<file path="src/rtl/sme_pkg.sv">
// sme_pkg: sizes, configuration and step types, and delay helpers for the stereo echo core
// no dependencies; imported by every module of the block but sme_ram
`default_nettype none

package sme_pkg;

    localparam int BUF_DEPTH     = 65536;
    localparam int SAMPLE_BITS   = 24;
    localparam int TAP_COUNT     = 3;

    localparam int ADDR_BITS     = $clog2(BUF_DEPTH);
    localparam int DELAY_BITS    = 16;
    localparam int GAIN_BITS     = 15;
    localparam int FRAC_BITS     = 15;
    localparam int COEF_BITS     = GAIN_BITS + 1;
    localparam int TAP_BITS      = (TAP_COUNT > 1) ? $clog2(TAP_COUNT) : 1;
    localparam int STEP_BITS     = $clog2(TAP_COUNT + 1);
    localparam int PROD_BITS     = SAMPLE_BITS + COEF_BITS + 1;
    localparam int ACC_BITS      = PROD_BITS + $clog2(TAP_COUNT + 1);
    localparam int STORE_BITS    = 2 * SAMPLE_BITS;

    // register map
    localparam int NUM_REGS       = 2 + 2 * TAP_COUNT;
    localparam int REG_ENABLE     = 0;
    localparam int REG_WET_ONLY   = 1;
    localparam int REG_DELAY_BASE = 2;
    localparam int REG_GAIN_BASE  = 2 + TAP_COUNT;
    localparam int CFG_IDX_BITS   = $clog2(NUM_REGS + 1);
    localparam int CFG_DATA_BITS  = 16;

    // dry path weight, unity in Q1.15
    localparam logic [COEF_BITS-1:0] DRY_COEF = COEF_BITS'(1 << FRAC_BITS);

    // conditional subtract steps that fold a 16-bit delay into the store depth
    localparam int RED_STEPS = 7;

    typedef logic [ADDR_BITS-1:0]          addr_t;
    typedef logic signed [SAMPLE_BITS-1:0] sample_t;

    typedef struct packed {
        logic                                enable;
        logic                                wet_only;
        logic [TAP_COUNT-1:0][ADDR_BITS-1:0] delay;
        logic [TAP_COUNT-1:0][GAIN_BITS-1:0] gain;
    } cfg_t;

    // one store access of the sequencer, as seen by the multiply-accumulate
    typedef struct packed {
        logic                 valid;
        logic                 dry;
        logic                 last;
        logic                 live;
        logic [COEF_BITS-1:0] coef;
    } step_t;

    function automatic addr_t wrap_delay(input logic [DELAY_BITS-1:0] d);
        logic [31:0] v;
        v = 32'(d);
        for (int k = RED_STEPS - 1; k >= 0; k--) begin
            if (v >= (32'(BUF_DEPTH) << k)) begin
                v = v - (32'(BUF_DEPTH) << k);
            end
        end
        return ADDR_BITS'(v);
    endfunction

    function automatic logic [DELAY_BITS-1:0] delay_reset(input int k);
        case (k)
            0:       return 16'd15435;
            1:       return 16'd30870;
            2:       return 16'd46305;
            default: return 16'd0;
        endcase
    endfunction

    function automatic logic [GAIN_BITS-1:0] gain_reset(input int k);
        case (k)
            0:       return 15'd16384;
            1:       return 15'd9830;
            2:       return 15'd4915;
            default: return 15'd0;
        endcase
    endfunction

endpackage

`default_nettype wire

</file>
<file path="src/rtl/sme_regs.sv">
// sme_regs: configuration register file with write decode
// depends on sme_pkg
`default_nettype none

module sme_regs
    import sme_pkg::*;
(
    input  wire logic                     aclk,
    input  wire logic                     aresetn,
    input  wire logic                     cfg_valid,
    output logic                          cfg_ready,
    input  wire logic [CFG_IDX_BITS-1:0]  cfg_index,
    input  wire logic [CFG_DATA_BITS-1:0] cfg_data,
    output cfg_t                          cfg
);

    cfg_t cfg_reg;

    assign cfg_ready = 1'b1;

    always_ff @(posedge aclk) begin
        if (!aresetn) begin
            cfg_reg.enable   <= 1'b0;
            cfg_reg.wet_only <= 1'b0;
            for (int k = 0; k < TAP_COUNT; k++) begin
                cfg_reg.delay[k] <= wrap_delay(delay_reset(k));
                cfg_reg.gain[k]  <= gain_reset(k);
            end
        end else if (cfg_valid) begin
            if (cfg_index == CFG_IDX_BITS'(REG_ENABLE)) begin
                cfg_reg.enable <= cfg_data[0];
            end
            if (cfg_index == CFG_IDX_BITS'(REG_WET_ONLY)) begin
                cfg_reg.wet_only <= cfg_data[0];
            end
            for (int k = 0; k < TAP_COUNT; k++) begin
                // delays are stored already folded into the store depth
                if (cfg_index == CFG_IDX_BITS'(REG_DELAY_BASE + k)) begin
                    cfg_reg.delay[k] <= wrap_delay(cfg_data[DELAY_BITS-1:0]);
                end
                if (cfg_index == CFG_IDX_BITS'(REG_GAIN_BASE + k)) begin
                    cfg_reg.gain[k] <= cfg_data[GAIN_BITS-1:0];
                end
            end
        end
    end

    assign cfg = cfg_reg;

endmodule

`default_nettype wire

</file>
<file path="config.mk">
export PLATFORM = sky130hd
export DESIGN_NAME = sme_regs
export DESIGN_NICKNAME = d
export VERILOG_FILES = /design/src/rtl/sme_pkg.sv /design/src/rtl/sme_regs.sv
export SDC_FILE = /design/constraint.sdc
export NUM_CORES = 1
export LEC_CHECK = 0
export BUFFER_PORTS_ARGS = -buffer_cell sky130_fd_sc_hd__buf_4
export CAP_MARGIN = 20
export CORE_MARGIN = 1.5
export CORE_UTILIZATION = 40
export DETAILED_ROUTE_END_ITERATION = 8
export GPL_TIMING_DRIVEN = 0
export PLACE_DENSITY = 0.77
export RECOVER_POWER = 50
export SLEW_MARGIN = 20
export SYNTH_ARGS = -nofsm -noshare
export SYNTH_HDL_FRONTEND = slang
export SYNTH_SLANG_ARGS = --single-unit
</file>
<file path="constraint.sdc">
create_clock -name aclk -period 2.3 [get_ports aclk]
set_input_delay 0.46 -clock aclk [delete_from_list [all_inputs] [get_ports aclk]]
set_output_delay 0.46 -clock aclk [all_outputs]
set_load 0.01 [all_outputs]
</file>
Word level (Yosys, flattened, before mapping)
Cells that the tools add are included.
{"block": "classes", "eq_ne": 7, "reduce_logical": 9}
{"cell": "4-bit by 3-bit == test with 1-bit output, second input constant", "n": 4}
{"cell": "2-bit AND reduction", "n": 8}
{"cell": "4-bit by 2-bit == test with 1-bit output, second input constant", "n": 2}
{"cell": "4-bit by 1-bit == test with 1-bit output, second input constant", "n": 1}
{"cell": "4-bit logical NOT", "n": 1}
{"block": "word_totals", "register_bits": 95, "in_bits": 23}

Depth between registers and ports, before layout
{"block": "depth", "word_depth": 2, "mapped_depth": 5}

Worst setup path after synthesis
No wires, ideal clock.
{"block": "synth_timing", "kind": "input to register", "start": "input cfg_index[3]", "end": "register cfg_reg (netlist bit cfg[10])", "arrival_ns": 1.491, "t_required_ns": 2.174, "setup_slack_ns": 0.683, "path_stages": 5, "n_path_buf": 2, "cell_sequence": "nand3b_4 > or3b_1 > buf_2 > buf_2 > mux2i_1"}
{"block": "synth_between", "elab_chain_len": 2}
{"item": "start: declaration", "line": "sme_regs.sv:12", "rtl": "input wire logic [CFG_IDX_BITS-1:0] cfg_index,"}
{"item": "4-bit by 3-bit == test with 1-bit output", "line": "sme_regs.sv:41", "rtl": "if (cfg_index == CFG_IDX_BITS'(REG_GAIN_BASE + k)) begin"}
{"item": "2-bit AND reduction (no source line)"}
{"item": "end: declaration", "line": "sme_regs.sv:17", "rtl": "cfg_t cfg_reg;"}
Every way passes these cells.
A chain may end at the register's enable or synchronous reset.

Worst setup path after layout
{"block": "layout_timing", "start": "input cfg_index[3]", "end": "register cfg_reg (netlist bit cfg[13])"}
Same word-level chain as after synthesis.

==> results.toml <==
[outcome]
outcome = "finished with violations"
violations = "DRC"

[die]
dieArea_um2 = 9770
die_y_um = 98.9
row_count = 34
io_pins = 119
die_x_um = 98.9
design.core.area_um2 = 8810
start_util_pct = 41.7

[sta]
fin_crit_sh_pct = 76.9
clock-skew-final_ns = 0
setup_viol = 0
fin_crit_ns = 1.77
finalSetupTns_ns = 0
fmax_mhz = 565
rsz0062_at_grt = "no"
hold_viol = 0
slew_violations = 0
worst_pin_slew_ns = 0.695
slew_headroom_pct = 53.6

[synth]
avgSynthCellArea_um2 = 10.0
synth_nets = 390
synth_area_um2 = 3680
synth_warnings = 0
synth_top_area_share_pct = 51.7
async_flop_share_pct = 0
synth_commonest_cells = "95 x dfxtp_1, 73 x nand2_1, 70 x mux2i_1"
synthCells = 367
synth_largest_area_cell = "dfxtp_1"
synthTopCellsByArea = "dfxtp_1 52%, mux2i_1 19%, nand2_1 7.5%"
ys_types = 28
ys_ff_latch = 95
ys_seq_area_share_pct = 51.7
yosysMostFrequentCell = "dfxtp_1"
ys.flop_type = "dfxtp_1"
synth-edff-count = 0

[worst_setup_path]
rrSetupSlack_ns = 1.59
r2r_start = "cfg[74]$_SDFFE_PN1P_"
path_class = "in -> reg"
cpPeakStageDelay_ns = 0.43
crit_family = "simple AND/OR/NAND/NOR gates"
worstPathMaxFanout = 10
crit_buf_inv = 3
cp_slowest_cell = "or3b_1"
cp_cell_sequence = "clkbuf_4 -> nand3b_1 -> or3b_1 -> clkbuf_1 -> buf_2 -> mux2i_1"
startpoint_type = "input pin"
cp-startpoint = "cfg_index[3]"
cp.arrival_ns = 2.01
cp-end-kind = "flip-flop"
crit_required_ns = 2.54

[min_path]
min_path_type = "in -> reg"
hp-start = "cfg_data[3]"

[place]
gp_congestion = 0.792
dp_hpwl_mm = 7.80
port_buffers = 116

[routing]
route.detailed.drc = 9
vias = 3080
ant_nets = 0
routed_wl_mm = 10.3
routedWlPerCell_um = 17.0
viasPerCell = 5.07
drt_iter0_markers = 114
first_pass_iters = 9

[cts]
clock_sinks = 95
path_clk_slew_ns = 0.09
clock_latency_ns = 0.35
ctsRootBufferMaster = "clkbuf_8"
holdBufCountCts = 0
cts_resized = 0
clk_path_buf_depth = 2
cts_tree = "done"
cts_buffers = 9
postCtsSetupBuffers = 0
htreeDepth = 3

[flow_run]
cap_violations = 0

[global_route]
antenna_found_initial = 0
grt-ovfl-total = 0
grt_max_degree = 16
track_usage_pct = 20.8
first_global_vias = 2985
grt_pass1_wl_mm = 15.6

[finish]
diodes = 0
num-fill-cells = 865
final_util_pct = 52.0
largest_reg_flops = 95
drive_above_1_share_pct = 14.2
area_growth_pct = 24.5
finalNetCount = 517
regArea_um2 = 1900
multi_input_area_um2 = 1550

[pwr]
vdd_ir_drop_max_v = 0.000375
p_per_area_nw_per_um2 = 660
p_leak_uw = 0.00203
[worst register-to-register path, delay by kind of cell, from the launching register on]
kind,cells,cell delay (ns)
AO/OA/AOI/OAI,2,0.24
flip-flops,1,0.33
[placed cells by master, fill, tap and decap left out, drive strengths merged, types with 2 or more instances in the layout]
master,instances
or2,3
clkinvlp,2
inv,12
mux2i,70
nor3,2
and2b,5
nand2,73
o311ai,4
o211ai,21
nor2b,19
or3b,2
o21ai,18
buf,53
clkbuf,103
dfxtp,95
clkinv,3
o31ai,7
[per-layer routing]
metal | global-route usage [%] | part of all wire (%) | routed length, um | vias up
met2 | 35.0 | 47 | 4900 | 114
met5 | 0 | 0 | 0 | -
li1 | - | - | - | 1498
met1 | 26.4 | 45 | 4610 | 1455
met4 | 5.49 | 1.6 | 161 | 0
met3 | 5.32 | 6.4 | 658 | 13
[logic make-up (layout without fill, tap and decap cells)]
family	count (synthesis)	count (layout)	synth area share [%]
AOI/OAI and AO/OA	50	50	9.12
buffers and inverters	42	174	5.68
muxes	70	70	19.1
other	1	1	0.102
DFF	95	95	51.7
and+or+nand+nor	109	109	14.3
[report_power, final]
part / internal (uW) / switching, uW / leakage, uW
combinational: 88.7 / 149 / 0.00116
sequential: 1670 / 14.7 / 0.000769
clock: 526 / 574 / 0.0000981
[stage by stage]
step | power, uW | cell area, um^2 | worst slack, ns | hold slack (ns) | std cells
6_report | 3020 | 4580 | 0.530 | 0.364 | 607
5_1_grt | 3120 | 4580 | 0.439 | 0.374 | 607
4_1_cts | 3050 | 4880 | 0.784 | 0.356 | 607
3_5_place_dp | 1980 | 4680 | 0.416 | 0.448 | 591
3_3_place_gp | 1970 | 4680 | 0.427 | 0.448 | 591
2_1_floorplan | 1850 | 3680 | 0.683 | 0.479 | 367
[final cells by class]
| type | count | share of cell area [%] |
|---|---|---|
| buffer | 30 | 3.14 |
| clock buffer | 10 | 3.01 |
| multi-input combinational | 230 | 33.9 |
| timing repair buffer | 116 | 13.1 |
| clock inverter | 6 | 1.31 |
| sequential | 95 | 41.6 |
| tap | 108 | 2.95 |
| inverter | 12 | 0.984 |
[worst paths after layout]
kind / to / cells after the start
hold reg to reg: cfg[71]$_SDFFE_PN0P_ / 2
setup reg to reg: cfg[74]$_SDFFE_PN1P_ / 2
setup / recovery: cfg[13]$_SDFFE_PN0P_ / 6
hold / removal: cfg[48]$_SDFFE_PN1P_ / 3
(Power assumes the default switching activity.)
