==> config.mk <==
export PLATFORM = sky130hd
export DESIGN_NAME = sme_seq
export DESIGN_NICKNAME = d
export VERILOG_FILES = /design/src/rtl/sme_pkg.sv /design/src/rtl/sme_seq.sv
export SDC_FILE = /design/constraint.sdc
export NUM_CORES = 1
export LEC_CHECK = 0
export BUFFER_PORTS_ARGS = -buffer_cell sky130_fd_sc_hd__buf_2
export CORE_AREA = 2 2 110 112
export CTS_CLUSTER_SIZE = 12
export DETAILED_ROUTE_END_ITERATION = 7
export DIE_AREA = 0 0 112 114
export GPL_TIMING_DRIVEN = 1
export HOLD_SLACK_MARGIN = 0.12
export PLACE_DENSITY = 0.77
export SETUP_SLACK_MARGIN = 0.15
export SYNTH_ARGS = -nofsm -noshare
export SYNTH_HDL_FRONTEND = slang
export SYNTH_SLANG_ARGS = --single-unit
==> constraint.sdc <==
create_clock -name aclk -period 6.7 [get_ports aclk]
set_clock_uncertainty 0.05 [all_clocks]
set_input_delay 1.34 -clock aclk [delete_from_list [all_inputs] [get_ports aclk]]
set_output_delay 1.34 -clock aclk [all_outputs]
set_load 0.02 [all_outputs]
==> src/rtl/sme_pkg.sv <==
// sme_pkg: sizes, configuration and step types, and delay helpers for the stereo echo core
// no dependencies; imported by every module of the block but sme_ram
`default_nettype none

package sme_pkg;

    localparam int BUF_DEPTH     = 65536;
    localparam int SAMPLE_BITS   = 24;
    localparam int TAP_COUNT     = 3;

    localparam int ADDR_BITS     = $clog2(BUF_DEPTH);
    localparam int DELAY_BITS    = 16;
    localparam int GAIN_BITS     = 15;
    localparam int FRAC_BITS     = 15;
    localparam int COEF_BITS     = GAIN_BITS + 1;
    localparam int TAP_BITS      = (TAP_COUNT > 1) ? $clog2(TAP_COUNT) : 1;
    localparam int STEP_BITS     = $clog2(TAP_COUNT + 1);
    localparam int PROD_BITS     = SAMPLE_BITS + COEF_BITS + 1;
    localparam int ACC_BITS      = PROD_BITS + $clog2(TAP_COUNT + 1);
    localparam int STORE_BITS    = 2 * SAMPLE_BITS;

    // register map
    localparam int NUM_REGS       = 2 + 2 * TAP_COUNT;
    localparam int REG_ENABLE     = 0;
    localparam int REG_WET_ONLY   = 1;
    localparam int REG_DELAY_BASE = 2;
    localparam int REG_GAIN_BASE  = 2 + TAP_COUNT;
    localparam int CFG_IDX_BITS   = $clog2(NUM_REGS + 1);
    localparam int CFG_DATA_BITS  = 16;

    // dry path weight, unity in Q1.15
    localparam logic [COEF_BITS-1:0] DRY_COEF = COEF_BITS'(1 << FRAC_BITS);

    // conditional subtract steps that fold a 16-bit delay into the store depth
    localparam int RED_STEPS = 7;

    typedef logic [ADDR_BITS-1:0]          addr_t;
    typedef logic signed [SAMPLE_BITS-1:0] sample_t;

    typedef struct packed {
        logic                                enable;
        logic                                wet_only;
        logic [TAP_COUNT-1:0][ADDR_BITS-1:0] delay;
        logic [TAP_COUNT-1:0][GAIN_BITS-1:0] gain;
    } cfg_t;

    // one store access of the sequencer, as seen by the multiply-accumulate
    typedef struct packed {
        logic                 valid;
        logic                 dry;
        logic                 last;
        logic                 live;
        logic [COEF_BITS-1:0] coef;
    } step_t;

    function automatic addr_t wrap_delay(input logic [DELAY_BITS-1:0] d);
        logic [31:0] v;
        v = 32'(d);
        for (int k = RED_STEPS - 1; k >= 0; k--) begin
            if (v >= (32'(BUF_DEPTH) << k)) begin
                v = v - (32'(BUF_DEPTH) << k);
            end
        end
        return ADDR_BITS'(v);
    endfunction

    function automatic logic [DELAY_BITS-1:0] delay_reset(input int k);
        case (k)
            0:       return 16'd15435;
            1:       return 16'd30870;
            2:       return 16'd46305;
            default: return 16'd0;
        endcase
    endfunction

    function automatic logic [GAIN_BITS-1:0] gain_reset(input int k);
        case (k)
            0:       return 15'd16384;
            1:       return 15'd9830;
            2:       return 15'd4915;
            default: return 15'd0;
        endcase
    endfunction

endpackage

`default_nettype wire

==> src/rtl/sme_seq.sv <==
// sme_seq: per-word access sequencer for the delay store; one write then one read per tap,
// write pointer and fill tracking. depends on sme_pkg
`default_nettype none

module sme_seq
    import sme_pkg::*;
(
    input  wire logic                  aclk,
    input  wire logic                  aresetn,
    input  wire cfg_t                  cfg,
    input  wire logic                  start,
    input  wire sample_t               left_in,
    input  wire sample_t               right_in,
    output logic                       free,
    output logic                       ram_en,
    output logic                       ram_we,
    output addr_t                      ram_addr,
    output logic [STORE_BITS-1:0]      ram_wdata,
    output step_t                      step,
    output sample_t                    dry_left,
    output sample_t                    dry_right
);

    localparam logic [STEP_BITS-1:0] LAST_STEP = STEP_BITS'(TAP_COUNT);

    logic                 busy_reg;
    logic [STEP_BITS-1:0] st_reg;
    addr_t                wp_reg;
    logic                 wrapped_reg;
    sample_t              left_reg;
    sample_t              right_reg;

    logic                 is_write;
    logic                 is_last;
    logic [TAP_BITS-1:0]  tap_idx;
    addr_t                tap_delay;
    logic [ADDR_BITS:0]   back;
    addr_t                rd_addr;
    logic                 filled;

    assign is_write = (st_reg == '0);
    assign is_last  = (st_reg == LAST_STEP);
    assign tap_idx  = is_write ? '0 : TAP_BITS'(st_reg - STEP_BITS'(1));
    assign tap_delay = cfg.delay[tap_idx];

    // read address is the write pointer minus the delay, modulo the depth
    assign back    = {1'b0, wp_reg} + (ADDR_BITS+1)'(BUF_DEPTH) - {1'b0, tap_delay};
    assign rd_addr = (back >= (ADDR_BITS+1)'(BUF_DEPTH)) ?
                     ADDR_BITS'(back - (ADDR_BITS+1)'(BUF_DEPTH)) : ADDR_BITS'(back);
    // entries not yet written since reset read as zero
    assign filled  = wrapped_reg || (rd_addr <= wp_reg);

    assign free = !busy_reg || is_last;

    always_ff @(posedge aclk) begin
        if (!aresetn) begin
            busy_reg    <= 1'b0;
            st_reg      <= '0;
            wp_reg      <= '0;
            wrapped_reg <= 1'b0;
        end else begin
            if (busy_reg && is_last) begin
                busy_reg <= 1'b0;
                if (wp_reg == ADDR_BITS'(BUF_DEPTH - 1)) begin
                    wp_reg      <= '0;
                    wrapped_reg <= 1'b1;
                end else begin
                    wp_reg <= wp_reg + ADDR_BITS'(1);
                end
            end
            if (start) begin
                busy_reg <= 1'b1;
                st_reg   <= '0;
            end else if (busy_reg && !is_last) begin
                st_reg <= st_reg + STEP_BITS'(1);
            end
        end
    end

    always_ff @(posedge aclk) begin
        if (start) begin
            left_reg  <= left_in;
            right_reg <= right_in;
        end
    end

    assign ram_en    = busy_reg;
    assign ram_we    = busy_reg && is_write;
    assign ram_addr  = is_write ? wp_reg : rd_addr;
    assign ram_wdata = {left_reg, right_reg};

    always_comb begin
        step.valid = busy_reg;
        step.dry   = is_write;
        step.last  = is_last;
        step.live  = is_write || filled;
        if (is_write) begin
            step.coef = cfg.wet_only ? '0 : DRY_COEF;
        end else begin
            step.coef = {1'b0, cfg.gain[tap_idx]};
        end
    end

    assign dry_left  = left_reg;
    assign dry_right = right_reg;

endmodule

`default_nettype wire

; After elaboration in Yosys (flattened, before gate mapping)
; Index checks and enable logic that the tools add are counted.
[word_totals]
ramBits = 0
latchBits = 0
n_memories = 0
romBits = 0
out_inout_bits = 135
elab_cells = 42
regBits = 68
in_bits = 146
[classes]
mul = 0
n_reduce_logical = 12
shifts = 0
n_eq_ne = 2
n_bitwise = 1
addsub = 6
magnitude_cmp = 3
n_mux = 12
div_mod_pow = 0
[op_table]
columns = op, count
row1 = $mux 16, 6
row2 = $bmux 16 s2, 1
row3 = $bmux 15 s2, 1
row4 = $add 16x17->17 const B, 1
row5 = $ge 17x17->1 const B, 1
row6 = $sub 17x16->17, 1
row7 = $add 16x1->16 const B, 1
row8 = $eq 16x16->1 const B, 1
row9 = $le 16x16->1, 1
row10 = $sub 16x1->16 const B, 1
row11 = $mux 15, 1
row12 = $logic_and 1x1->1, 3
row13 = $logic_or 1x1->1, 3
row14 = $lt 2x3->1 const B, 1
row15 = $add 2x1->2 const B, 1
row16 = $eq 2x2->1 const B, 1
row17 = $logic_not 1->1, 2
row18 = $logic_not 2->1, 1
row19 = $mux 1, 2
row20 = $mux 2, 1
row21 = $reduce_and 2->1, 1
row22 = $reduce_bool 2->1, 1
row23 = $reduce_or 2->1, 1
row24 = $sub 2x1->2 const B, 1
row25 = $not 1->1, 1

; Logic depth before layout (Yosys ltp)
[logic_depth]
word_depth = 10
ltp_mapped = 22
depth_no_buf = 20

; Worst setup path after synthesis
; OpenSTA, ideal clock, no wires.
[synth_timing]
path_kind = input to output
from = input cfg[77] (netlist name)
to = output step[16] (netlist name)
required_ns = 5.310
stages = 16
n_path_buf = 0
path_slack_ns = 0.907
t_arrival_ns = 4.403
cell_sequence = mux2i_1 > o21ai_0 > ha_1 > inv_1 > fa_1 > a21o_1 > a311o_1 > a31oi_1 > o21ai_1 > xor2_1 > ha_1 > a21o_1 > a21o_1 > a21oi_1 > o21ai_0 > o21ai_0
[synth_rtl]
columns = item, line
row1 = from (decl), sme_seq.sv:10  ; input wire cfg_t cfg,
row2 = to (decl), sme_seq.sv:19  ; output step_t step,

==> summary.md <==
• 1070 ps — transition at the pin with the smallest max-transition slack
• 0.161 GHz — Fmax
• 0 — number of antenna repair diodes
• 320 ps — worst-skew pair later-pin latency
• 0% — share of flip-flops with an asynchronous set or reset after synthesis
• 0 — residual overflow from global routing
• 42.0% — share of post-route cells with drive strength above 1
• 53.2% — end-of-flow core utilization
• sky130_fd_sc_hd__edfxtp_1 (30%), sky130_fd_sc_hd__ha_1 (9.7%), sky130_fd_sc_hd__dfxtp_1 (8.4%), sky130_fd_sc_hd__buf_4 (8.0%), sky130_fd_sc_hd__mux2i_1 (6.9%) — leading post-synthesis cells by cell area
• yes — TritonCTS clock tree
• input port — launching element type of the critical path
• 46 — count of different cell masters after synthesis
• 42.0% — sequential share of power
• 0 — fin. max-slew vios
• 269 — Iter 0 DRT Violations
• 68 — number of clock sinks
• 0 — Post-CTS Repair Setup Buffers
• 0.0128 mm2 — die area
• 4289 — via count
• 0 — DRC errors left
• 0 — Final ANT Viol Nets
• 2 — CTS max path bufs
• reg -> reg — path category of the worst min-delay check
• 6210 ps — crit path time final
• 112 um — width of the die
• output port — Critical Path End Type
• 4 — crit path max fanout
• 0 ps — total negative slack
• 40.9% — Initial Utilization
• 693 — Mapped Nets
• 0 — Setup Viol. Count Final
• 12.8 mm — total length of routed wires
• 51 — largest net degree at the start of global routing
• 0.00294 uW — static leakage
• sky130_fd_sc_hd__buf_2 — most common cell after layout, fill and taps aside
• 92.6% — Period Utilization, post-route
• 0.00595 mm2 — DP Area
• sky130_fd_sc_hd__clkbuf_16 — Root Buffer Master
• 14.4 um — post-detailed-route wirelength per cell
• finished clean — outcome
• 281 — I/O pins
• 3921 — number of global-route vias before repair
• 4820 ps — signal arrival time at the worst endpoint
• 0.0117 mm2 — placeable core region
• 30.3% — area added between synthesis and finish
• 0.00479 mm2 — post-synthesis cell area
• 36.3% — Clock Power Share
• 188 mW/mm2 — power density over the cells
• 1170 uW — overall power
• 0 — max-cap violations
• 50 ps — CTS clk-pin slew, worst paths
• 9 — number of buffers created by CTS
• 0 — number of antenna violations at the first check in global routing
• 4.84 — detailed-route vias per instance
• 9.40 um2 — Post-Syn Area per Cell
• 27.7% — Switching Share
• 324 uW — switching power total
• 0.00624 mm2 — final design area excluding fillers
• 28.4% — Max-slew headroom
• 0.214 mV — peak supply drop
• 19.2 mm — first-pass GRT wire length
• 0 — final number of hold-violating endpoints
• 40 — site row count
• 398 ps — pre-CTS setup slack
• 279 — I/O Buffers
• 494 ps — Setup WS post-layout
• 0 — count of hold buffers inserted by post-cts repair
• 5310 ps — data required time of the critical path
• 847 uW — Internal Dissipation
• 10.8 mm — Detail Placement HPWL
• 509 — post-synthesis instance total
• 19.2% — Overall Global Routing Usage
• 68 — post-synthesis register bit count
• 0.872 — GPL Wtd Cong
• 30.1% — share of the synthesized area in the top cell type
• 114 um — Die Span Y
• 0 — number of warning messages in the yosys log
• in -> out — Worst Setup Path Type
• 48 — count of flip-flops with a built-in enable after synthesis
• sky130_fd_sc_hd__edfxtp_1 — leading area contributor after synthesis
• 4 — drt first pass iters
• 21.7% — combinational share of power
• 3 — H-tree levels
• sky130_fd_sc_hd__edfxtp_1 — most used flip-flop cell after synthesis
• sky130_fd_sc_hd__buf_2 (279), sky130_fd_sc_hd__nor2_1 (69), sky130_fd_sc_hd__a21oi_1 (49) — commonest non-fill, non-tap cells in the layout
• 38.5% — share of the yosys chip area belonging to registers
• 919 — final-stage net count
• no — RSZ-0062 raised after global routing
• 1109 — number of inserted filler cells in the final layout
[worst paths after layout]
check                   start          end  slack, ps  cells past startpoint
setup / recovery      cfg[62]     step[16]        490                     18
hold reg to reg   wrapped_reg  wrapped_reg        420                      2
hold / removal    wrapped_reg  wrapped_reg        420                      2
setup reg to reg    st_reg[1]    wp_reg[0]       4310                      6
[worst max-delay path: stages]
cell                       delay, ps
sky130_fd_sc_hd__buf_2            90
sky130_fd_sc_hd__mux2i_1         240
sky130_fd_sc_hd__nor2_1           70
sky130_fd_sc_hd__a21oi_1         230
sky130_fd_sc_hd__ha_1            280
sky130_fd_sc_hd__nand2b_1        100
sky130_fd_sc_hd__a21oi_1         130
sky130_fd_sc_hd__o211ai_1        270
sky130_fd_sc_hd__a21oi_1         120
sky130_fd_sc_hd__or3_1           330
sky130_fd_sc_hd__and2_1          170
sky130_fd_sc_hd__ha_1            290
sky130_fd_sc_hd__a21o_1          180
sky130_fd_sc_hd__a21o_1          170
sky130_fd_sc_hd__a21oi_1         160
sky130_fd_sc_hd__o21ai_0         110
sky130_fd_sc_hd__o21ai_0         290
sky130_fd_sc_hd__buf_2           230
[logic make-up after synthesis]
kind of cell,share of synthesized area [%]
adder cells (fa/ha/maj),10.1
flip-flops,38.5
buffers and inverters,11.5
XOR/XNOR,5.31
AND/OR/NAND/NOR,13.1
multiplexers,8.63
AO/OA/AOI/OAI,12.9
[final cells by class]
cell class / instances / area [um2] / area share [%]
inverters: 25 / 93.8 / 1.50
flip-flops and latches: 68 / 1840 / 29.5
repair buffers: 285 / 1440 / 23.1
clock buffers: 14 / 264 / 4.23
well taps: 147 / 184 / 2.95
multi-input cells: 346 / 2400 / 38.5
clock inverters: 2 / 11.3 / 0.181
[metrics by stage]
step / cells / hold slack (ps)
2_1_floorplan: 509 / 375
3_3_place_gp: 871 / 399
3_5_place_dp: 871 / 401
4_1_cts: 887 / 412
5_1_grt: 887 / 451
6_report: 887 / 419
[per-layer routing]
layer / up-vias / track usage (%) / part of all wire (%)
li1: 2181 / - / -
met1: 1889 / 21.7 / 39
met2: 208 / 35.7 / 52
met3: 11 / 4.52 / 8.0
met4: 0 / 6.18 / 1.3
met5: - / 0 / 0
[what timing repair did]
item	in CTS	in global routing
resized for setup	0	2
endpoints found under the setup margin	0	1
endpoints found under the hold margin	0	0
[Yosys cell counts (all sizes together), types with 8 or more instances]
| cell type | count |
|---|---|
| inv | 25 |
| ha | 37 |
| nor2 | 69 |
| xnor2 | 24 |
| dfxtp | 20 |
| edfxtp | 48 |
| nand2 | 20 |
| buf | 55 |
| and2 | 8 |
| o21ai | 19 |
| mux2i | 33 |
| clkbuf | 15 |
| a21oi | 50 |
| nand3 | 8 |
| a21o | 8 |
[power groups by stage]
stage	Combinational [uW]	Clock, uW	Sequential (uW)
after floorplan	140	0	529
after global placement	253	0	500
after detailed placement	256	0	501
after CTS	257	442	492
after global routing	276	460	494
final	254	425	492
(Power assumes the default switching activity.)
