<file path="src/rtl/sme_pkg.sv">
// sme_pkg: sizes, configuration and step types, and delay helpers for the stereo echo core
// no dependencies; imported by every module of the block but sme_ram
`default_nettype none

package sme_pkg;

    localparam int BUF_DEPTH     = 65536;
    localparam int SAMPLE_BITS   = 24;
    localparam int TAP_COUNT     = 3;

    localparam int ADDR_BITS     = $clog2(BUF_DEPTH);
    localparam int DELAY_BITS    = 16;
    localparam int GAIN_BITS     = 15;
    localparam int FRAC_BITS     = 15;
    localparam int COEF_BITS     = GAIN_BITS + 1;
    localparam int TAP_BITS      = (TAP_COUNT > 1) ? $clog2(TAP_COUNT) : 1;
    localparam int STEP_BITS     = $clog2(TAP_COUNT + 1);
    localparam int PROD_BITS     = SAMPLE_BITS + COEF_BITS + 1;
    localparam int ACC_BITS      = PROD_BITS + $clog2(TAP_COUNT + 1);
    localparam int STORE_BITS    = 2 * SAMPLE_BITS;

    // register map
    localparam int NUM_REGS       = 2 + 2 * TAP_COUNT;
    localparam int REG_ENABLE     = 0;
    localparam int REG_WET_ONLY   = 1;
    localparam int REG_DELAY_BASE = 2;
    localparam int REG_GAIN_BASE  = 2 + TAP_COUNT;
    localparam int CFG_IDX_BITS   = $clog2(NUM_REGS + 1);
    localparam int CFG_DATA_BITS  = 16;

    // dry path weight, unity in Q1.15
    localparam logic [COEF_BITS-1:0] DRY_COEF = COEF_BITS'(1 << FRAC_BITS);

    // conditional subtract steps that fold a 16-bit delay into the store depth
    localparam int RED_STEPS = 7;

    typedef logic [ADDR_BITS-1:0]          addr_t;
    typedef logic signed [SAMPLE_BITS-1:0] sample_t;

    typedef struct packed {
        logic                                enable;
        logic                                wet_only;
        logic [TAP_COUNT-1:0][ADDR_BITS-1:0] delay;
        logic [TAP_COUNT-1:0][GAIN_BITS-1:0] gain;
    } cfg_t;

    // one store access of the sequencer, as seen by the multiply-accumulate
    typedef struct packed {
        logic                 valid;
        logic                 dry;
        logic                 last;
        logic                 live;
        logic [COEF_BITS-1:0] coef;
    } step_t;

    function automatic addr_t wrap_delay(input logic [DELAY_BITS-1:0] d);
        logic [31:0] v;
        v = 32'(d);
        for (int k = RED_STEPS - 1; k >= 0; k--) begin
            if (v >= (32'(BUF_DEPTH) << k)) begin
                v = v - (32'(BUF_DEPTH) << k);
            end
        end
        return ADDR_BITS'(v);
    endfunction

    function automatic logic [DELAY_BITS-1:0] delay_reset(input int k);
        case (k)
            0:       return 16'd15435;
            1:       return 16'd30870;
            2:       return 16'd46305;
            default: return 16'd0;
        endcase
    endfunction

    function automatic logic [GAIN_BITS-1:0] gain_reset(input int k);
        case (k)
            0:       return 15'd16384;
            1:       return 15'd9830;
            2:       return 15'd4915;
            default: return 15'd0;
        endcase
    endfunction

endpackage

`default_nettype wire

</file>
<file path="src/rtl/sme_mac.sv">
// sme_mac: tap multiply, accumulate, round and saturate, and the output word register
// depends on sme_pkg
`default_nettype none

module sme_mac
    import sme_pkg::*;
(
    input  wire logic                  aclk,
    input  wire logic                  aresetn,
    input  wire step_t                 step,
    input  wire sample_t               dry_left,
    input  wire sample_t               dry_right,
    input  wire logic [STORE_BITS-1:0] rdata,
    input  wire logic                  byp_load,
    input  wire sample_t               byp_left,
    input  wire sample_t               byp_right,
    output logic                       m_valid,
    input  wire logic                  m_ready,
    output sample_t                    m_left_out,
    output sample_t                    m_right_out
);

    localparam longint SAT_HI_L = (longint'(1) << (SAMPLE_BITS - 1)) - 1;
    localparam logic signed [ACC_BITS:0] SAT_HI = (ACC_BITS+1)'(SAT_HI_L);
    localparam logic signed [ACC_BITS:0] SAT_LO = (ACC_BITS+1)'(-SAT_HI_L - 1);
    localparam logic signed [ACC_BITS:0] ROUND_HALF = (ACC_BITS+1)'(1 << (FRAC_BITS - 1));

    step_t                       s1_reg;
    sample_t                     s1_dry_l_reg;
    sample_t                     s1_dry_r_reg;
    step_t                       s2_reg;
    logic signed [PROD_BITS-1:0] prod_l_reg;
    logic signed [PROD_BITS-1:0] prod_r_reg;
    logic signed [ACC_BITS-1:0]  acc_l_reg;
    logic signed [ACC_BITS-1:0]  acc_r_reg;
    logic signed [ACC_BITS-1:0]  res_l_reg;
    logic signed [ACC_BITS-1:0]  res_r_reg;
    logic                        res_valid_reg;
    logic                        m_valid_reg;
    sample_t                     out_l_reg;
    sample_t                     out_r_reg;

    sample_t                     data_l;
    sample_t                     data_r;
    logic signed [ACC_BITS-1:0]  sum_l;
    logic signed [ACC_BITS-1:0]  sum_r;
    logic                        out_free;
    logic                        res_move;

    function automatic sample_t round_sat(input logic signed [ACC_BITS-1:0] a);
        logic signed [ACC_BITS:0] biased;
        logic signed [ACC_BITS:0] q;
        biased = (ACC_BITS+1)'(a) + ROUND_HALF;
        q      = biased >>> FRAC_BITS;
        if (q > SAT_HI) begin
            q = SAT_HI;
        end else if (q < SAT_LO) begin
            q = SAT_LO;
        end
        return SAMPLE_BITS'(q);
    endfunction

    // store word: left in the upper half
    always_comb begin
        if (!s1_reg.live) begin
            data_l = '0;
            data_r = '0;
        end else if (s1_reg.dry) begin
            data_l = s1_dry_l_reg;
            data_r = s1_dry_r_reg;
        end else begin
            data_l = rdata[STORE_BITS-1:SAMPLE_BITS];
            data_r = rdata[SAMPLE_BITS-1:0];
        end
    end

    // dry term opens each word's sum
    assign sum_l = (s2_reg.dry ? '0 : acc_l_reg) + ACC_BITS'(prod_l_reg);
    assign sum_r = (s2_reg.dry ? '0 : acc_r_reg) + ACC_BITS'(prod_r_reg);

    assign out_free = !m_valid_reg || m_ready;
    assign res_move = res_valid_reg && out_free;

    always_ff @(posedge aclk) begin
        if (!aresetn) begin
            s1_reg        <= '0;
            s2_reg        <= '0;
            res_valid_reg <= 1'b0;
            m_valid_reg   <= 1'b0;
        end else begin
            s1_reg <= step;
            s2_reg <= s1_reg;
            if (s2_reg.valid && s2_reg.last) begin
                res_valid_reg <= 1'b1;
            end else if (res_move) begin
                res_valid_reg <= 1'b0;
            end
            if (byp_load || res_move) begin
                m_valid_reg <= 1'b1;
            end else if (m_ready) begin
                m_valid_reg <= 1'b0;
            end
        end
    end

    always_ff @(posedge aclk) begin
        s1_dry_l_reg <= dry_left;
        s1_dry_r_reg <= dry_right;

        prod_l_reg  <= $signed(data_l) * $signed({1'b0, s1_reg.coef});
        prod_r_reg  <= $signed(data_r) * $signed({1'b0, s1_reg.coef});

        if (s2_reg.valid) begin
            if (s2_reg.last) begin
                res_l_reg <= sum_l;
                res_r_reg <= sum_r;
            end else begin
                acc_l_reg <= sum_l;
                acc_r_reg <= sum_r;
            end
        end

        if (byp_load) begin
            out_l_reg <= byp_left;
            out_r_reg <= byp_right;
        end else if (res_move) begin
            out_l_reg <= round_sat(res_l_reg);
            out_r_reg <= round_sat(res_r_reg);
        end
    end

    assign m_valid     = m_valid_reg;
    assign m_left_out  = out_l_reg;
    assign m_right_out = out_r_reg;

endmodule

`default_nettype wire
</file>
<file path="config.mk">
export PLATFORM = sky130hd
export DESIGN_NAME = sme_mac
export DESIGN_NICKNAME = d
export VERILOG_FILES = /design/src/rtl/sme_pkg.sv /design/src/rtl/sme_mac.sv
export SDC_FILE = /design/constraint.sdc
export NUM_CORES = 2
export LEC_CHECK = 0
export ABC_AREA = 1
export BUFFER_PORTS_ARGS = -buffer_cell sky130_fd_sc_hd__buf_2
export CAP_MARGIN = 40
export CORE_MARGIN = 2
export CORE_UTILIZATION = 35
export CTS_CLUSTER_DIAMETER = 150
export DETAILED_ROUTE_END_ITERATION = 10
export REMOVE_ABC_BUFFERS = 1
export SETUP_SLACK_MARGIN = 0.3
export SYNTH_ARGS = -nofsm -noshare
export SYNTH_HDL_FRONTEND = slang
export SYNTH_SLANG_ARGS = --single-unit
</file>
<file path="constraint.sdc">
create_clock -name aclk -period 10.8 [get_ports aclk]
set_input_delay 0.54 -clock aclk [delete_from_list [all_inputs] [get_ports aclk]]
set_output_delay 0.54 -clock aclk [all_outputs]
set_load 0.05 [all_outputs]
</file>
Word-level counts from Yosys, hierarchy flattened --
Cells that the tools add are included.
Cells by class: add/sub/neg operators 4, multipliers 2, order comparisons 4, muxes and demuxes 18, bitwise gates (word level) 1, reductions and logical operators 10
Operator list (count):
- 2-to-1 mux 24 bit | 12
- adder 43 x 16 -> 44 bit, second input constant | 2
- adder 43 bit | 2
- 2-to-1 mux 43 bit | 2
- multiplier 24 x 17 -> 41 bit | 2
- greater-than comparator 29 x 24 -> 1 bit, second input constant | 2
- < comparator 29 x 24 -> 1 bit, second input constant | 2
- nonzero test 2 bit | 3
- 2-to-1 mux 1 bit | 4
- AND reduction 2 bit | 2
- logical AND 1 bit | 2
- logical OR 1 bit | 2
- logical NOT 1 bit | 1
- inverter 1 bit | 1
Storage, ports and cells: register bits after elaboration 375, input bits 168, logic and storage cells 59

Longest topological paths before layout --
depth in word-level cells 6, mapped depth 32, gate-level depth less buffers 29

Least setup slack after synthesis --
OpenSTA, ideal clock, no wires.
kind flip-flop to flip-flop, start reg s1_reg[18] (netlist bit), end reg prod_r_reg[40], library setup time 0.120 ns, arrival 6.114 ns, slack 4.566 ns, cell stages (with the launch flop) 28, path buffers 3, cell sequence dfxtp_1 clkbuf_1 clkbuf_1 nand2_1 nand2_1 nand2_1 clkbuf_1 nor2_1 inv_1 fa_1 inv_1 fa_1 inv_1 fa_1 fa_1 inv_1 fa_1 inv_1 fa_1 inv_1 ha_1 nand2_1 nor2_1 inv_1 nor4_1 nand3_1 nand3_1 xnor2_1
On the way: word-level cells in the longest chain between the ends 3
RTL lines:
- start: declaration | line sme_mac.sv:28 | step_t s1_reg;
- start signal: assignment | line sme_mac.sv:91 | s1_reg <= step;
- 2-to-1 mux 24 bit | line sme_mac.sv:68 | end else if (s1_reg.dry) begin
- 2-to-1 mux 24 bit | line sme_mac.sv:65 | if (!s1_reg.live) begin
- multiplier 24 x 17 -> 41 bit | line sme_mac.sv:111 | prod_r_reg <= $signed(data_r) * $signed({1'b0, s1_reg.coef});
- end signal: assignment | line sme_mac.sv:111
- end: declaration | line sme_mac.sv:33 | logic signed [PROD_BITS-1:0] prod_r_reg;
Every way passes these cells. A chain may end at the register's enable or synchronous reset.

Worst setup path in the final report --
start reg s1_reg[18] (netlist bit), end reg prod_l_reg[29]
On the way: word-level cells in the longest chain between the ends 3
RTL lines:
- 2-to-1 mux 24 bit | line sme_mac.sv:68
- 2-to-1 mux 24 bit | line sme_mac.sv:65
- multiplier 24 x 17 -> 41 bit | line sme_mac.sv:110 | prod_l_reg <= $signed(data_l) * $signed({1'b0, s1_reg.coef});
- end signal: assignment | line sme_mac.sv:110
- end: declaration | line sme_mac.sv:32 | logic signed [PROD_BITS-1:0] prod_l_reg;
Every way passes these cells.

==> flow_summary_export.csv <==
group,metric,value,unit
power_and_ir_drop,leakagePower,25.40,nW
synth,synth-main-ff-cell,"edfxtp_1",
timing,tns,0,ns
place,place_inst,7794,
synth,yosysUniqueCellTypes,46,
timing,timing.fmax,125.5,MHz
timing,max_slew.worst_pin.slew,0.8807,ns
synth,synth_seq_cells,347,
drt,drt-met1-wl,64.50,mm
drt,num_vias,37733,
drt,wl_met3,10.72,mm
die,fp.dieH,371.0,µm
worst_setup_path,crit_type,"register to register",
die,core_area,0.1336,mm²
cts,cts_tree,"built",
die,die-area,0.1377,mm²
cts,h-tree-depth,2,
run_status,status,"completed",
timing,rsz0062_at_grt,"no",
drt,route.met2.wl,58.30,mm
cts,post_cts_buffers,0,
worst_setup_path,critPathMaxFanout,50,
die,die_x,371.0,µm
die,rows,134,
synth,synthArstFlopShare,0,%
timing,period_needed,7.967,ns
drt,first_pass_iters,6,
cells_and_area,drive_gt1_share,6.839,%
synth,synth_cells,5903,
power_and_ir_drop,irDropWorstVdd,0.1241,mV
synth,ys_seq_area_share,18.81,%
place,dp.final_hpwl,113.6,mm
synth,netlist_area,0.04715,mm²
worst_setup_path,cp_common_cell,"fa_1",
cells_and_area,final_nets,7319,
cells_and_area,finish.utilization,39.03,%
run,cap_violations,0,
drt,drc_errors,0,
timing,maxSlewHeadroom,40.97,%
place,gp_congestion,0.9176,
grt,first_global_vias,39446,
worst_setup_path,required,11.30,ns
die,io_pins,217,
grt,grt_usage,20.15,%
drt,wl_per_cell,17.30,µm
grt,antenna_found_initial,2,
worst_setup_path,critical-path-max-stage-delay,0.70,ns
cells_and_area,num_antenna_cells,0,
timing,final_hold_viol_count,0,
worst_setup_path,cp-start-kind,"register",
place,port_buffers,216,
drt,vias_per_cell,4.771,
cells_and_area,syn_to_final_growth,10.63,%
timing,setup_viol,0,
grt,grt_pass1_wl,217.3,mm
worst_setup_path,critPathSlowestCell,"clkinv_1",
synth,synth_warnings,0,
cts,numCtsBuffers,42,
synth,avgSynthCellArea,7.987,µm²
grt,overflow,0,
drt,drt-initial-drc-count,2616,
power_and_ir_drop,power_per_cell_area,131.7,mW/mm²
cells_and_area,multiInputGateArea,0.03230,mm²
cts,clk_pin_slew,0.06,ns
cells_and_area,fillCellCount,13907,
cells_and_area,seq_area,0.008872,mm²
die,start_util,35.28,%
cts,clock_latency,0.61,ns
worst_setup_path,critPathCaptureType,"register",
cts,cts_root_buf,"clkbuf_16",
timing,clock-skew-final,0.02537,ns
timing,drv_slew,0,
worst_setup_path,critPathArrivalTime,8.46,ns
drt,drt_wl_total,136.8,mm
timing,fin_crit_sh,73.77,%
cts,clock_sinks,347,
cts,cts_buffer_depth,3,
drt,postRouteAntennaNets,0,
grt,grt_start_max_net_pins,61,
min_path,min_path_type,"primary input to register",
drt,highest_layer,"met5",
synth,synth-edff-count,192,
cells_and_area,fin_cells,7909,
metal layers:
| layer | vias to the layer above | GRT usage (%) |
|---|---|---|
| met2 | 1235 | 30.68 |
| met5 | - | 0 |
| met4 | 2 | 4.601 |
| met1 | 18356 | 29.23 |
| li1 | 17970 | - |
| met3 | 170 | 4.229 |
final cells by class:
cell class                 count  share of cell area, %
multi-input combinational   3983                  61.92
clock inverter                32                 0.7412
tap                         1768                  4.241
timing repair buffer         308                  3.752
clock buffer                  46                  2.085
inverter                    1425                  10.25
sequential                   347                  17.01
report_power, final:
group	switching [W]	internal [W]	total [W]
logic	0.00230	0.00110	0.00341
clock network	0.000644	0.000867	0.00151
registers	0.000162	0.00179	0.00196
total	0.00311	0.00376	0.00687
final timing paths:
check,from,end,slack [ns],depth (start not counted)
max reg2reg,s1_reg[18]$_SDFF_PN0_,prod_l_reg[29]$_DFF_P_,2.83,28
min,dry_left[14],s1_dry_l_reg[14]$_DFF_P_,0.04,1
min reg2reg,s1_reg[19]$_SDFF_PN0_,s2_reg[19]$_SDFF_PN0_,0.43,2
max,s1_reg[18]$_SDFF_PN0_,prod_l_reg[29]$_DFF_P_,2.83,28
synth_stat cells (10+ instances only):
cell | instances | area (µm²)
xnor2_1 | 77 | 674.4
edfxtp_1 | 192 | 5766
nand2_1 | 1065 | 3998
ha_1 | 288 | 3603
a21oi_2 | 20 | 175.2
nor3_1 | 65 | 325.3
inv_1 | 1415 | 5311
xor2_1 | 127 | 1112
buf_1 | 10 | 37.54
a21boi_0 | 12 | 90.09
a21oi_1 | 219 | 1096
nor4_1 | 11 | 68.82
a31oi_1 | 36 | 225.2
nand4_1 | 18 | 112.6
o21bai_1 | 24 | 180.2
fa_1 | 756 | 15130
dfxtp_1 | 155 | 3103
buf_2 | 22 | 110.1
nor2_1 | 902 | 3386
clkbuf_1 | 108 | 405.4
a21o_1 | 23 | 172.7
nor2_2 | 12 | 75.07
nor3_2 | 17 | 170.2
o21ai_0 | 148 | 740.7
nand3_1 | 116 | 580.6
repair_timing:
item / 4_1_cts / 5_1_grt
hold endpoints to repair: 36 / 0
resized for setup: 0 / 0
hold buffers: 36 / 0
critical path, delay by kind of cell (launching register included):
kind,cells,cell delay (ns)
adder cells (fa/ha/maj),7,3.09
AO/OA/AOI/OAI,5,1.11
buffers and inverters,9,2.01
flip-flops,1,0.31
AND/OR/NAND/NOR,7,1.30
cells in the final DEF (no fill, tap or decap), drive strengths merged:
cell type    synthesis  layout
o2111ai              1       1
edfxtp             192     192
o211ai               7       7
xor2               127     127
nand2             1075    1075
a211oi               2       2
nor4                11      11
clkbuf             108      46
a21oi              240     240
a21boi              15      15
or2                  2       2
nand3b               3       3
dlygate4sd3          0      36
clkinvlp             0      10
inv               1419    1425
o21a                 8       8
clkinv               6      17
buf                 40     272
nor4b                1       1
bufinv               0       5
ha                 288     288
a21o                23      23
o21bai              24      24
and3                 4       4
xnor2               77      77
nor2               917     917
a31oi               36      36
nand4               18      18
fa                 756     756
nand3              117     117
dfxtp              155     155
o21ai              149     149
nor3                82      82
logic make-up (layout without fill, tap and decap cells):
| logic type | Yosys count | count (layout) | share of synthesized area (%) |
|---|---|---|---|
| flip-flops | 347 | 347 | 18.81 |
| AO/OA/AOI/OAI | 505 | 505 | 6.067 |
| AND/OR/NAND/NOR | 2230 | 2230 | 18.88 |
| buffers and inverters | 1573 | 1811 | 12.71 |
| XOR/XNOR | 204 | 204 | 3.790 |
| adder cells (fa/ha/maj) | 1044 | 1044 | 39.74 |
metrics by stage:
step           power (W)  area (µm²)  worst slack (ns)  hold slack [ns]
2_1_floorplan   0.004142       46500             3.905           0.3900
3_3_place_gp    0.005284       50180             2.946           0.4190
3_5_place_dp    0.005310       50320             2.904           0.4030
4_1_cts         0.006873       52160             2.850       0.00009115
5_1_grt         0.007389       52160             2.348         0.004783
6_report        0.006871       52160             2.833          0.03980
Note: power is estimated with default switching activity, not from simulation.
